<file path="src/ira_pkg.sv">
`default_nettype none
// ----------------------------------------------------------------------------
// ira_pkg
// Shared types, codes and helpers of the idle residency accounting block.
// ----------------------------------------------------------------------------
package ira_pkg;

  localparam int TS_W      = 64;
  localparam int CNT_W     = 32;
  localparam int MASK_BITS = 16;

  localparam logic [1:0] KIND_ENTER   = 2'd0;
  localparam logic [1:0] KIND_REENTER = 2'd1;
  localparam logic [1:0] KIND_WAKE    = 2'd2;

  // state code reported for a wake or when nothing was left
  localparam logic [8:0] NO_STATE = 9'h1FF;

  typedef enum logic [2:0] {
    ST_IDLE   = 3'b001,
    ST_LOOKUP = 3'b010,
    ST_UPDATE = 3'b100
  } ctrl_state_e;

  // per-cpu record as held in memory
  typedef struct packed {
    logic             active;
    logic [7:0]       cur_state;
    logic [TS_W-1:0]  enter_time;
    logic [CNT_W-1:0] entries;
    logic [CNT_W-1:0] wakeups;
  } cpu_rec_t;

  typedef struct packed {
    logic capture;  // latch the event, read cpu record and entry count
    logic lookup;   // work out duration, read residency total
    logic commit;   // write back and load the result
  } dp_cmd_t;

  typedef struct packed {
    logic hit;      // event belongs to a selected cpu
  } dp_sts_t;

  function automatic logic [CNT_W-1:0] inc_sat32(input logic [CNT_W-1:0] v);
    inc_sat32 = (&v) ? v : v + CNT_W'(1);
  endfunction

endpackage
`default_nettype wire

</file>
<file path="src/ira_ram.sv">
`default_nettype none
// ----------------------------------------------------------------------------
// ira_ram
// Generic single write port, single read port RAM with registered read data.
// ----------------------------------------------------------------------------
module ira_ram #(
  parameter int WIDTH = 32,
  parameter int DEPTH = 16,
  localparam int AW = (DEPTH > 1) ? $clog2(DEPTH) : 1
) (
  input  wire                logic                clk_i,
  input  wire                logic                we_i,
  input  wire                logic [AW-1:0]       waddr_i,
  input  wire                logic [WIDTH-1:0]    wdata_i,
  input  wire                logic                re_i,
  input  wire                logic [AW-1:0]       raddr_i,
  output                     logic [WIDTH-1:0]    rdata_o
);

  logic [WIDTH-1:0] mem_q [DEPTH];
  logic [WIDTH-1:0] rdata_q;

  always_ff @(posedge clk_i) begin
    if (we_i) begin
      mem_q[waddr_i] <= wdata_i;
    end
  end

  // read data holds until the next read
  always_ff @(posedge clk_i) begin
    if (re_i) begin
      rdata_q <= mem_q[raddr_i];
    end
  end

  assign rdata_o = rdata_q;

endmodule
`default_nettype wire

</file>
<file path="src/ira_ctrl.sv">
`default_nettype none
// ----------------------------------------------------------------------------
// ira_ctrl
// Sequencer: capture, lookup and update steps for one idle event.
// ----------------------------------------------------------------------------
module ira_ctrl (
  input  wire logic             clk_i,
  input  wire logic             rst_ni,
  input  wire logic             start_i,
  input  wire ira_pkg::dp_sts_t sts_i,
  output      ira_pkg::dp_cmd_t cmd_o,
  output      logic             busy_o
);
  import ira_pkg::*;

  ctrl_state_e state_q, state_d;

  always_comb begin
    state_d = state_q;
    cmd_o   = '0;
    case (state_q)
      ST_IDLE: begin
        // events of unselected cpus are taken and dropped here
        if (start_i && sts_i.hit) begin
          cmd_o.capture = 1'b1;
          state_d       = ST_LOOKUP;
        end
      end
      ST_LOOKUP: begin
        cmd_o.lookup = 1'b1;
        state_d      = ST_UPDATE;
      end
      ST_UPDATE: begin
        cmd_o.commit = 1'b1;
        state_d      = ST_IDLE;
      end
      default: begin
        state_d = ST_IDLE;
      end
    endcase
  end

  always_ff @(posedge clk_i or negedge rst_ni) begin
    if (!rst_ni) begin
      state_q <= ST_IDLE;
    end else begin
      state_q <= state_d;
    end
  end

  assign busy_o = (state_q != ST_IDLE);

endmodule
`default_nettype wire

</file>
<file path="src/ira_dp.sv">
`default_nettype none
// ----------------------------------------------------------------------------
// ira_dp
// Datapath: cpu mask, per-cpu records, per-state totals and result register.
// ----------------------------------------------------------------------------
module ira_dp #(
  parameter int NUM_CPUS   = 16,
  parameter int NUM_STATES = 16
) (
  input  wire logic             clk_i,
  input  wire logic             rst_ni,
  input  wire logic             cfg_we_i,
  input  wire logic [15:0]      cfg_wdata_i,
  input  wire logic [63:0]      timestamp_ns_i,
  input  wire logic [5:0]       cpu_number_i,
  input  wire logic [8:0]       idle_state_i,
  input  wire ira_pkg::dp_cmd_t cmd_i,
  output      ira_pkg::dp_sts_t sts_o,
  output      logic             result_valid_o,
  output      logic [1:0]       event_kind_o,
  output      logic [63:0]      event_time_o,
  output      logic [63:0]      relative_time_o,
  output      logic [5:0]       event_cpu_o,
  output      logic [8:0]       new_state_o,
  output      logic [8:0]       previous_state_o,
  output      logic [63:0]      idle_duration_o,
  output      logic [63:0]      previous_state_total_o,
  output      logic [31:0]      new_state_entry_count_o,
  output      logic [31:0]      cpu_entry_count_o,
  output      logic [31:0]      cpu_wakeup_count_o
);
  import ira_pkg::*;

  localparam int CW = (NUM_CPUS > 1) ? $clog2(NUM_CPUS) : 1;
  localparam int SW = (NUM_STATES > 1) ? $clog2(NUM_STATES) : 1;
  localparam int RW = $bits(cpu_rec_t);

  // configuration
  logic [15:0] mask_q;

  always_ff @(posedge clk_i or negedge rst_ni) begin
    if (!rst_ni) begin
      mask_q <= '0;
    end else if (cfg_we_i) begin
      mask_q <= cfg_wdata_i;
    end
  end

  assign sts_o.hit = ({1'b0, cpu_number_i} < 7'(NUM_CPUS)) &&
                     ({1'b0, cpu_number_i} < 7'(MASK_BITS)) &&
                     mask_q[cpu_number_i[3:0]];

  // captured event
  logic [TS_W-1:0] ts_q;
  logic [CW-1:0]   cpu_q;
  logic [8:0]      st_q;
  logic            new_trk_q;
  logic            in_trk;

  assign in_trk = !idle_state_i[8] && ({1'b0, idle_state_i[7:0]} < 9'(NUM_STATES));

  always_ff @(posedge clk_i) begin
    if (cmd_i.capture) begin
      ts_q      <= timestamp_ns_i;
      cpu_q     <= cpu_number_i[CW-1:0];
      st_q      <= idle_state_i;
      new_trk_q <= in_trk;
    end
  end

  // valid bits stand in for the all-zero reset of the tables
  logic [NUM_CPUS-1:0]   cpu_vld_q;
  logic [NUM_STATES-1:0] tot_vld_q;
  logic [NUM_STATES-1:0] cnt_vld_q;
  logic                  cpu_vld_rd_q;
  logic                  tot_vld_rd_q;
  logic                  cnt_vld_rd_q;

  // memories
  logic [RW-1:0]    cpu_rdata;
  logic [RW-1:0]    cpu_wdata;
  logic [TS_W-1:0]  tot_rdata;
  logic [CNT_W-1:0] cnt_rdata;
  logic [SW-1:0]    tot_raddr;
  logic             tot_we;
  logic             cnt_we;
  logic [TS_W-1:0]  tot_new;
  logic [CNT_W-1:0] cnt_new;

  ira_ram #(.WIDTH(RW), .DEPTH(NUM_CPUS)) u_cpu_ram (
    .clk_i   (clk_i),
    .we_i    (cmd_i.commit),
    .waddr_i (cpu_q),
    .wdata_i (cpu_wdata),
    .re_i    (cmd_i.capture),
    .raddr_i (cpu_number_i[CW-1:0]),
    .rdata_o (cpu_rdata)
  );

  ira_ram #(.WIDTH(TS_W), .DEPTH(NUM_STATES)) u_tot_ram (
    .clk_i   (clk_i),
    .we_i    (tot_we),
    .waddr_i (tot_raddr),
    .wdata_i (tot_new),
    .re_i    (cmd_i.lookup),
    .raddr_i (tot_raddr),
    .rdata_o (tot_rdata)
  );

  ira_ram #(.WIDTH(CNT_W), .DEPTH(NUM_STATES)) u_cnt_ram (
    .clk_i   (clk_i),
    .we_i    (cnt_we),
    .waddr_i (st_q[SW-1:0]),
    .wdata_i (cnt_new),
    .re_i    (cmd_i.capture),
    .raddr_i (idle_state_i[SW-1:0]),
    .rdata_o (cnt_rdata)
  );

  // lookup step
  cpu_rec_t        cpu_rd;
  logic [TS_W:0]   diff;
  logic [TS_W:0]   rel_diff;
  logic            leave_q;
  logic            prev_trk_q;
  logic [TS_W-1:0] dur_q;
  logic [TS_W-1:0] rel_q;
  logic [TS_W-1:0] first_q;
  logic            first_vld_q;

  assign cpu_rd    = cpu_vld_rd_q ? cpu_rec_t'(cpu_rdata) : '0;
  assign diff      = {1'b0, ts_q} - {1'b0, cpu_rd.enter_time};
  assign rel_diff  = {1'b0, ts_q} - {1'b0, first_q};
  assign tot_raddr = cpu_rd.cur_state[SW-1:0];

  always_ff @(posedge clk_i) begin
    if (cmd_i.lookup) begin
      // time running back means nothing is left
      leave_q    <= cpu_rd.active && !diff[TS_W];
      dur_q      <= (cpu_rd.active && !diff[TS_W]) ? diff[TS_W-1:0] : '0;
      prev_trk_q <= ({1'b0, cpu_rd.cur_state} < 9'(NUM_STATES));
      rel_q      <= first_vld_q ? rel_diff[TS_W-1:0] : '0;
    end
  end

  always_ff @(posedge clk_i or negedge rst_ni) begin
    if (!rst_ni) begin
      cpu_vld_rd_q <= 1'b0;
      cnt_vld_rd_q <= 1'b0;
      tot_vld_rd_q <= 1'b0;
    end else begin
      if (cmd_i.capture) begin
        cpu_vld_rd_q <= cpu_vld_q[cpu_number_i[CW-1:0]];
        cnt_vld_rd_q <= in_trk && cnt_vld_q[idle_state_i[SW-1:0]];
      end
      if (cmd_i.lookup) begin
        tot_vld_rd_q <= ({1'b0, cpu_rd.cur_state} < 9'(NUM_STATES)) &&
                        tot_vld_q[tot_raddr];
      end
    end
  end

  // update step
  logic [TS_W:0]    tot_sum;
  logic [TS_W-1:0]  tot_old;
  logic [CNT_W-1:0] cnt_old;
  logic             is_wake;
  cpu_rec_t         cpu_nx;

  assign is_wake = st_q[8];
  assign tot_old = tot_vld_rd_q ? tot_rdata : '0;
  assign cnt_old = cnt_vld_rd_q ? cnt_rdata : '0;
  assign tot_sum = {1'b0, tot_old} + {1'b0, dur_q};
  assign tot_new = tot_sum[TS_W] ? '1 : tot_sum[TS_W-1:0];
  assign cnt_new = inc_sat32(cnt_old);
  assign tot_we  = cmd_i.commit && leave_q && prev_trk_q;
  assign cnt_we  = cmd_i.commit && new_trk_q;

  always_comb begin
    cpu_nx = cpu_rd;
    if (is_wake) begin
      cpu_nx.active  = 1'b0;
      cpu_nx.wakeups = inc_sat32(cpu_rd.wakeups);
    end else begin
      cpu_nx.active     = 1'b1;
      cpu_nx.cur_state  = st_q[7:0];
      cpu_nx.enter_time = ts_q;
      cpu_nx.entries    = inc_sat32(cpu_rd.entries);
    end
  end

  assign cpu_wdata = cpu_nx;

  always_ff @(posedge clk_i or negedge rst_ni) begin
    if (!rst_ni) begin
      cpu_vld_q      <= '0;
      tot_vld_q      <= '0;
      cnt_vld_q      <= '0;
      first_vld_q    <= 1'b0;
      result_valid_o <= 1'b0;
    end else begin
      result_valid_o <= cmd_i.commit;
      if (cmd_i.commit) begin
        cpu_vld_q[cpu_q] <= 1'b1;
        first_vld_q      <= 1'b1;
        if (tot_we) begin
          tot_vld_q[tot_raddr] <= 1'b1;
        end
        if (cnt_we) begin
          cnt_vld_q[st_q[SW-1:0]] <= 1'b1;
        end
      end
    end
  end

  always_ff @(posedge clk_i) begin
    if (cmd_i.commit && !first_vld_q) begin
      first_q <= ts_q;
    end
  end

  // result register
  always_ff @(posedge clk_i) begin
    if (cmd_i.commit) begin
      event_kind_o            <= is_wake ? KIND_WAKE : (leave_q ? KIND_REENTER : KIND_ENTER);
      event_time_o            <= ts_q;
      relative_time_o         <= rel_q;
      event_cpu_o             <= 6'(cpu_q);
      new_state_o             <= is_wake ? NO_STATE : st_q;
      previous_state_o        <= leave_q ? {1'b0, cpu_rd.cur_state} : NO_STATE;
      idle_duration_o         <= dur_q;
      previous_state_total_o  <= (leave_q && prev_trk_q) ? tot_new : '0;
      new_state_entry_count_o <= new_trk_q ? cnt_new : '0;
      cpu_entry_count_o       <= cpu_nx.entries;
      cpu_wakeup_count_o      <= cpu_nx.wakeups;
    end
  end

endmodule
`default_nettype wire

</file>
<file path="src/idle_residency_accounting.sv">
`default_nettype none
// ----------------------------------------------------------------------------
// idle_residency_accounting
// Per-cpu idle state tracking with per-state residency and entry counters.
// ----------------------------------------------------------------------------
// a selected event is captured, then passes the lookup and update states before
//   its result strobe, high for one cycle; an unselected event is dropped at once
// no new selected event is taken while busy: the cpu record read is followed by
//   the residency total read of the state being left, then by the write back
// reset: asynchronous; valid bits make every table read as zero, no sweep
// the receiver cannot stall: each result is shown for exactly one cycle
module idle_residency_accounting #(
  parameter int NUM_CPUS   = 16,
  parameter int NUM_STATES = 16
) (
  input  wire logic               clk_i,
  input  wire logic               rst_ni,
  input  wire logic               cfg_we_i,
  input  wire logic [15:0]        cfg_wdata_i,
  input  wire logic               start,
  output      logic               busy,
  input  wire logic [63:0]        timestamp_ns_i,
  input  wire logic [5:0]         cpu_number_i,
  input  wire logic signed [8:0]  idle_state_i,
  output      logic               result_valid_o,
  output      logic [1:0]         event_kind_o,
  output      logic [63:0]        event_time_o,
  output      logic [63:0]        relative_time_o,
  output      logic [5:0]         event_cpu_o,
  output      logic signed [8:0]  new_state_o,
  output      logic signed [8:0]  previous_state_o,
  output      logic [63:0]        idle_duration_o,
  output      logic [63:0]        previous_state_total_o,
  output      logic [31:0]        new_state_entry_count_o,
  output      logic [31:0]        cpu_entry_count_o,
  output      logic [31:0]        cpu_wakeup_count_o
);
  import ira_pkg::*;

  dp_cmd_t    cmd;
  dp_sts_t    sts;
  logic [8:0] new_state;
  logic [8:0] prev_state;

  ira_ctrl u_ctrl (
    .clk_i   (clk_i),
    .rst_ni  (rst_ni),
    .start_i (start),
    .sts_i   (sts),
    .cmd_o   (cmd),
    .busy_o  (busy)
  );

  ira_dp #(
    .NUM_CPUS   (NUM_CPUS),
    .NUM_STATES (NUM_STATES)
  ) u_dp (
    .clk_i                   (clk_i),
    .rst_ni                  (rst_ni),
    .cfg_we_i                (cfg_we_i),
    .cfg_wdata_i             (cfg_wdata_i),
    .timestamp_ns_i          (timestamp_ns_i),
    .cpu_number_i            (cpu_number_i),
    .idle_state_i            (idle_state_i),
    .cmd_i                   (cmd),
    .sts_o                   (sts),
    .result_valid_o          (result_valid_o),
    .event_kind_o            (event_kind_o),
    .event_time_o            (event_time_o),
    .relative_time_o         (relative_time_o),
    .event_cpu_o             (event_cpu_o),
    .new_state_o             (new_state),
    .previous_state_o        (prev_state),
    .idle_duration_o         (idle_duration_o),
    .previous_state_total_o  (previous_state_total_o),
    .new_state_entry_count_o (new_state_entry_count_o),
    .cpu_entry_count_o       (cpu_entry_count_o),
    .cpu_wakeup_count_o      (cpu_wakeup_count_o)
  );

  assign new_state_o      = new_state;
  assign previous_state_o = prev_state;

`ifndef ASSERT_OFF
  // a result only follows a cycle of work
  a_result_after_busy: assert property (@(posedge clk_i) disable iff (!rst_ni)
    result_valid_o |-> $past(busy))
    else $error("result strobe without a transaction in flight");

  // a newly taken transaction never gives a result in the next cycle
  a_no_early_result: assert property (@(posedge clk_i) disable iff (!rst_ni)
    (start && !busy) |=> !result_valid_o)
    else $error("result strobe right after accept");

  // a wake reports no new state
  a_wake_state: assert property (@(posedge clk_i) disable iff (!rst_ni)
    (result_valid_o && event_kind_o == KIND_WAKE) |-> (new_state == NO_STATE))
    else $error("wake result with a new state");

  // a plain enter left nothing behind
  a_enter_nothing_left: assert property (@(posedge clk_i) disable iff (!rst_ni)
    (result_valid_o && event_kind_o == KIND_ENTER) |->
      (prev_state == NO_STATE && idle_duration_o == '0 &&
       previous_state_total_o == '0))
    else $error("enter result reports a left state");
`endif

endmodule
`default_nettype wire
</file>
<file path="config.mk">
export PLATFORM = sky130hd
export DESIGN_NAME = idle_residency_accounting
export DESIGN_NICKNAME = d
export VERILOG_FILES = /design/src/ira_pkg.sv /design/src/ira_ram.sv /design/src/ira_ctrl.sv /design/src/ira_dp.sv /design/src/idle_residency_accounting.sv
export SDC_FILE = /design/constraint.sdc
export NUM_CORES = 2
export LEC_CHECK = 0
export BUFFER_PORTS_ARGS = -buffer_cell sky130_fd_sc_hd__buf_2
export CAP_MARGIN = 20
export CORE_MARGIN = 2
export CORE_UTILIZATION = 59
export DETAILED_ROUTE_END_ITERATION = 7
export GPL_TIMING_DRIVEN = 0
export PLACE_DENSITY = 0.76
export SYNTH_ARGS = -nofsm -noshare
export SYNTH_HDL_FRONTEND = slang
export SYNTH_SLANG_ARGS = --single-unit
export TNS_END_PERCENT = 30
</file>
<file path="constraint.sdc">
create_clock -name clk_i -period 33.4 [get_ports clk_i]
set_input_delay 5.01 -clock clk_i [delete_from_list [all_inputs] [get_ports clk_i]]
set_output_delay 5.01 -clock clk_i [all_outputs]
set_load 0.1 [all_outputs]
</file>
==> flow_metrics.env <==
export IMPL_setup_violations=0
export IMPL_ios=479
export IMPL_max_freq_mhz=114.0
export IMPL_synth_top_area_cell="edfxtp_1"
export IMPL_clock_sinks=4681
export IMPL_ys_seq_elements=4681
export IMPL_hold_end="u_dp.relative_time_o[21]"
export IMPL_relSlewSlack_pct=16.68
export IMPL_whs_ps=414.2
export IMPL_layout_nets=11617
export IMPL_period_share_pct=26.27
export IMPL_tritoncts="done"
export IMPL_track_usage_pct=33.82
export IMPL_synth_top_cell_area_share_pct=74.36
export IMPL_hold_path_class="reg2reg"
export IMPL_antenna_found_initial=47
export IMPL_clockBufferDepth=4
export IMPL_synthCells=9959
export IMPL_rsz0062_at_grt="false"
export IMPL_die_area_sq_um=320000
export IMPL_h_tree_depth=5
export IMPL_crit_family="buffers and inverters"
export IMPL_hold_depth=0
export IMPL_cp_arrival_ps=9420
export IMPL_layout_drive_gt1_share_pct=23.19
export IMPL_drc=0
export IMPL_grt_pass1_wl_mm=762.8
export IMPL_yosysSeqAreaShare_pct=75.32
export IMPL_regToRegSetupSlack_ps=24630
export IMPL_setup_tns_ps=0
export IMPL_hp_start="u_dp.rel_q[21]"
export IMPL_path_cells="buf_2 -> clkbuf_2 -> clkbuf_2 -> clkbuf_2 -> clkbuf_1 -> nand2_1 -> ha_1 -> clkbuf_1 -> and4_1 -> nand2_1 -> a211oi_1 -> o2111ai_1 -> a211oi_1 -> a21oi_1 -> o21ai_1 -> a21o_1 -> nand3_1 -> buf_4 -> buf_2 -> nor2_1"
export IMPL_power_leakage_uw=0.07139
export IMPL_powerDensity_nw_per_um2=57.44
export IMPL_grt_max_degree=106
export IMPL_postLayoutCoreUtil_pct=68.36
export IMPL_finalPower_uw=12350
export IMPL_clkLatencyLatePin_ps=990
export IMPL_ys_warn_count=0
export IMPL_skew_ps=68.81
export IMPL_worst_path_largest_cell_delay_ps=860
export IMPL_overflow=0
export IMPL_r2r_start="u_dp.cpu_vld_rd_q"
export IMPL_ys_flop_type="edfxtp_1"
export IMPL_fin_ws_ps=24630
export IMPL_cpMostUsedCell="clkbuf_2"
export IMPL_async_flop_share_pct=1.538
export IMPL_first_pass_iters=8
export IMPL_yosysMostFrequentCell="edfxtp_1"
export IMPL_hold_violations=0
export IMPL_synth_edff_count=4609
export IMPL_cp_max_fo=10
export IMPL_clock_root_buffer="clkbuf_16"
export IMPL_fin_crit_ps=8775
export IMPL_slew_violations=0
export IMPL_cts_clk_slew_worst_paths_ps=60
export IMPL_cts_buffers=440
export IMPL_first_global_vias=106057
export IMPL_cts_hold_buffers=0
export IMPL_drv_cap=0
export IMPL_dp_hpwl_mm=361.9
export IMPL_regToRegEndpoint="u_dp.dur_q[22]"
export IMPL_drtIter0Drc=17149
export IMPL_port_buffers=475
export IMPL_critical_path_buf_inv_count=8
export IMPL_place_ws_ps=24070
export IMPL_synth_cells_most_frequent="4,609 x edfxtp_1, 848 x mux4_2, 502 x nand2_1, 492 x a21oi_1, 413 x clkbuf_1"
export IMPL_worst_slew_pin_slew_ps=1250
export IMPL_worstPathRequired_ps=34040
export IMPL_initial_core_util_pct=59.19
export IMPL_vias=107529
export IMPL_r2r_cells=20
export IMPL_status="finished clean"
export IMPL_avgSynthCellArea_sq_um=18.69
export IMPL_crit_type="reg2reg"
export IMPL_yosysUniqueCellTypes=91
export IMPL_vias_per_cell=6.773
export IMPL_cts_resized=0
export IMPL_synth_area_sq_um=186100
export IMPL_routed_wl_mm=545.8
export IMPL_ir_drop_uv=64.63
export IMPL_syn_to_final_growth_pct=15.49
export IMPL_rows=206
export IMPL_endpoint_kind="flip-flop"
export IMPL_coreArea_sq_um=314500
export IMPL_synth_area_leaders="edfxtp_1 74%, mux4_2 10%, a21oi_1 1.3%"
export IMPL_wire_per_inst_microns=34.38
export IMPL_cp_start_kind="flip-flop"
export IMPL_drtAntennaViolNets=0
export IMPL_slowest_stage="clkbuf_2"
export IMPL_dieHeight_microns=565.7
export IMPL_gp_congestion=0.9617
export IMPL_cts_setup_buffers=0
export IMPL_fp_dieW_microns=565.7
[routing by layer]
metal | vias up | global-route usage, % | share of wire (%)
met5 | - | 0 | 0.037
met4 | 30 | 15.13 | 5.1
met3 | 1395 | 8.158 | 12
met2 | 8061 | 53.64 | 48
met1 | 54968 | 45.04 | 36
li1 | 43075 | - | -
[sequential cells by signal, indices dropped and copies added, names as in the netlist, 9 cells and up]
name	count
u_dp.event_time_o	64
u_dp.tot_vld_q	16
u_dp.new_state_entry_count_o	32
u_dp.idle_duration_o	64
u_dp.rel_q	64
u_dp.first_q	64
u_dp.cnt_vld_q	16
u_dp.u_cpu_ram.mem_q	2192
u_dp.new_state_o	9
u_dp.cpu_entry_count_o	32
u_dp.previous_state_o	9
u_dp.previous_state_total_o	64
u_dp.mask_q	16
u_dp.relative_time_o	64
u_dp.u_tot_ram.mem_q	1024
u_dp.cpu_vld_q	16
u_dp.ts_q	64
u_dp.st_q	9
u_dp.u_cnt_ram.rdata_o	32
u_dp.u_cnt_ram.mem_q	512
u_dp.u_tot_ram.rdata_o	64
u_dp.dur_q	64
u_dp.cpu_wakeup_count_o	32
u_dp.u_cpu_ram.rdata_o	137
[cell usage in the layout, fill, tap and decap left out, types with 114 or more instances in the layout]
cell | synthesis | routed
buf_2 | 37 | 559
and2_1 | 157 | 157
clkbuf_1 | 413 | 475
xnor2_1 | 126 | 123
edfxtp_1 | 4609 | 4609
xor2_1 | 124 | 124
buf_6 | 4 | 116
inv_1 | 137 | 136
a21oi_1 | 492 | 492
nor2_1 | 379 | 338
mux4_2 | 848 | 848
a22oi_1 | 275 | 275
ha_1 | 195 | 195
o21ai_0 | 241 | 227
nand2_1 | 502 | 501
clkbuf_16 | 0 | 444
buf_12 | 0 | 114
[report_power, final]
group	switching, uW	internal (uW)	leakage [uW]
Combinational	508	245	0.0214
Sequential	17.9	6500	0.0429
Clock	2210	2870	0.00709
[worst max path at each step]
stage                                        endpoint  slack (ps)              start  cells after the start
final                                  u_dp.dur_q[22]       24630  u_dp.cpu_vld_rd_q                     20
after floorplan                    u_dp.cpu_vld_q[12]       13920  u_ctrl.state_q[1]                      6
after CTS                              u_dp.dur_q[16]       24790  u_dp.cpu_vld_rd_q                     19
after global routing                   u_dp.dur_q[16]       24530  u_dp.cpu_vld_rd_q                     20
after detailed placement  u_dp.u_cpu_ram.rdata_o[129]       24070    cpu_number_i[1]                      8
after global placement             u_dp.cpu_vld_q[12]       -3910  u_ctrl.state_q[1]                      6
[cell type report]
cell class / instances / area (sq um)
buffer: 535 / 2132
clock inverter: 291 / 3023
antenna: 20 / 50.05
fill: 19159 / 99480
sequential: 4681 / 140200
tap: 4160 / 5205
clock buffer: 526 / 11500
timing repair buffer: 918 / 8630
multi-input combinational: 4603 / 43690
inverter: 141 / 536.8
[logic make-up after synthesis]
group	synth area share, %
xor+xnor	1.176
simple gates	4.176
compound gates	5.388
mux	11.17
flops	75.32
buf+inv	1.420
fa+ha+maj	1.343
other cells	0.002015
[per-stage QoR]
step,instances,cell area (sq um)
after detailed placement,14953,199400
after floorplan,9960,186100
after global routing,15858,214900
final,15875,215000
after CTS,15770,213900
after global placement,14595,193700
Power figures use the tool's default switching activity.
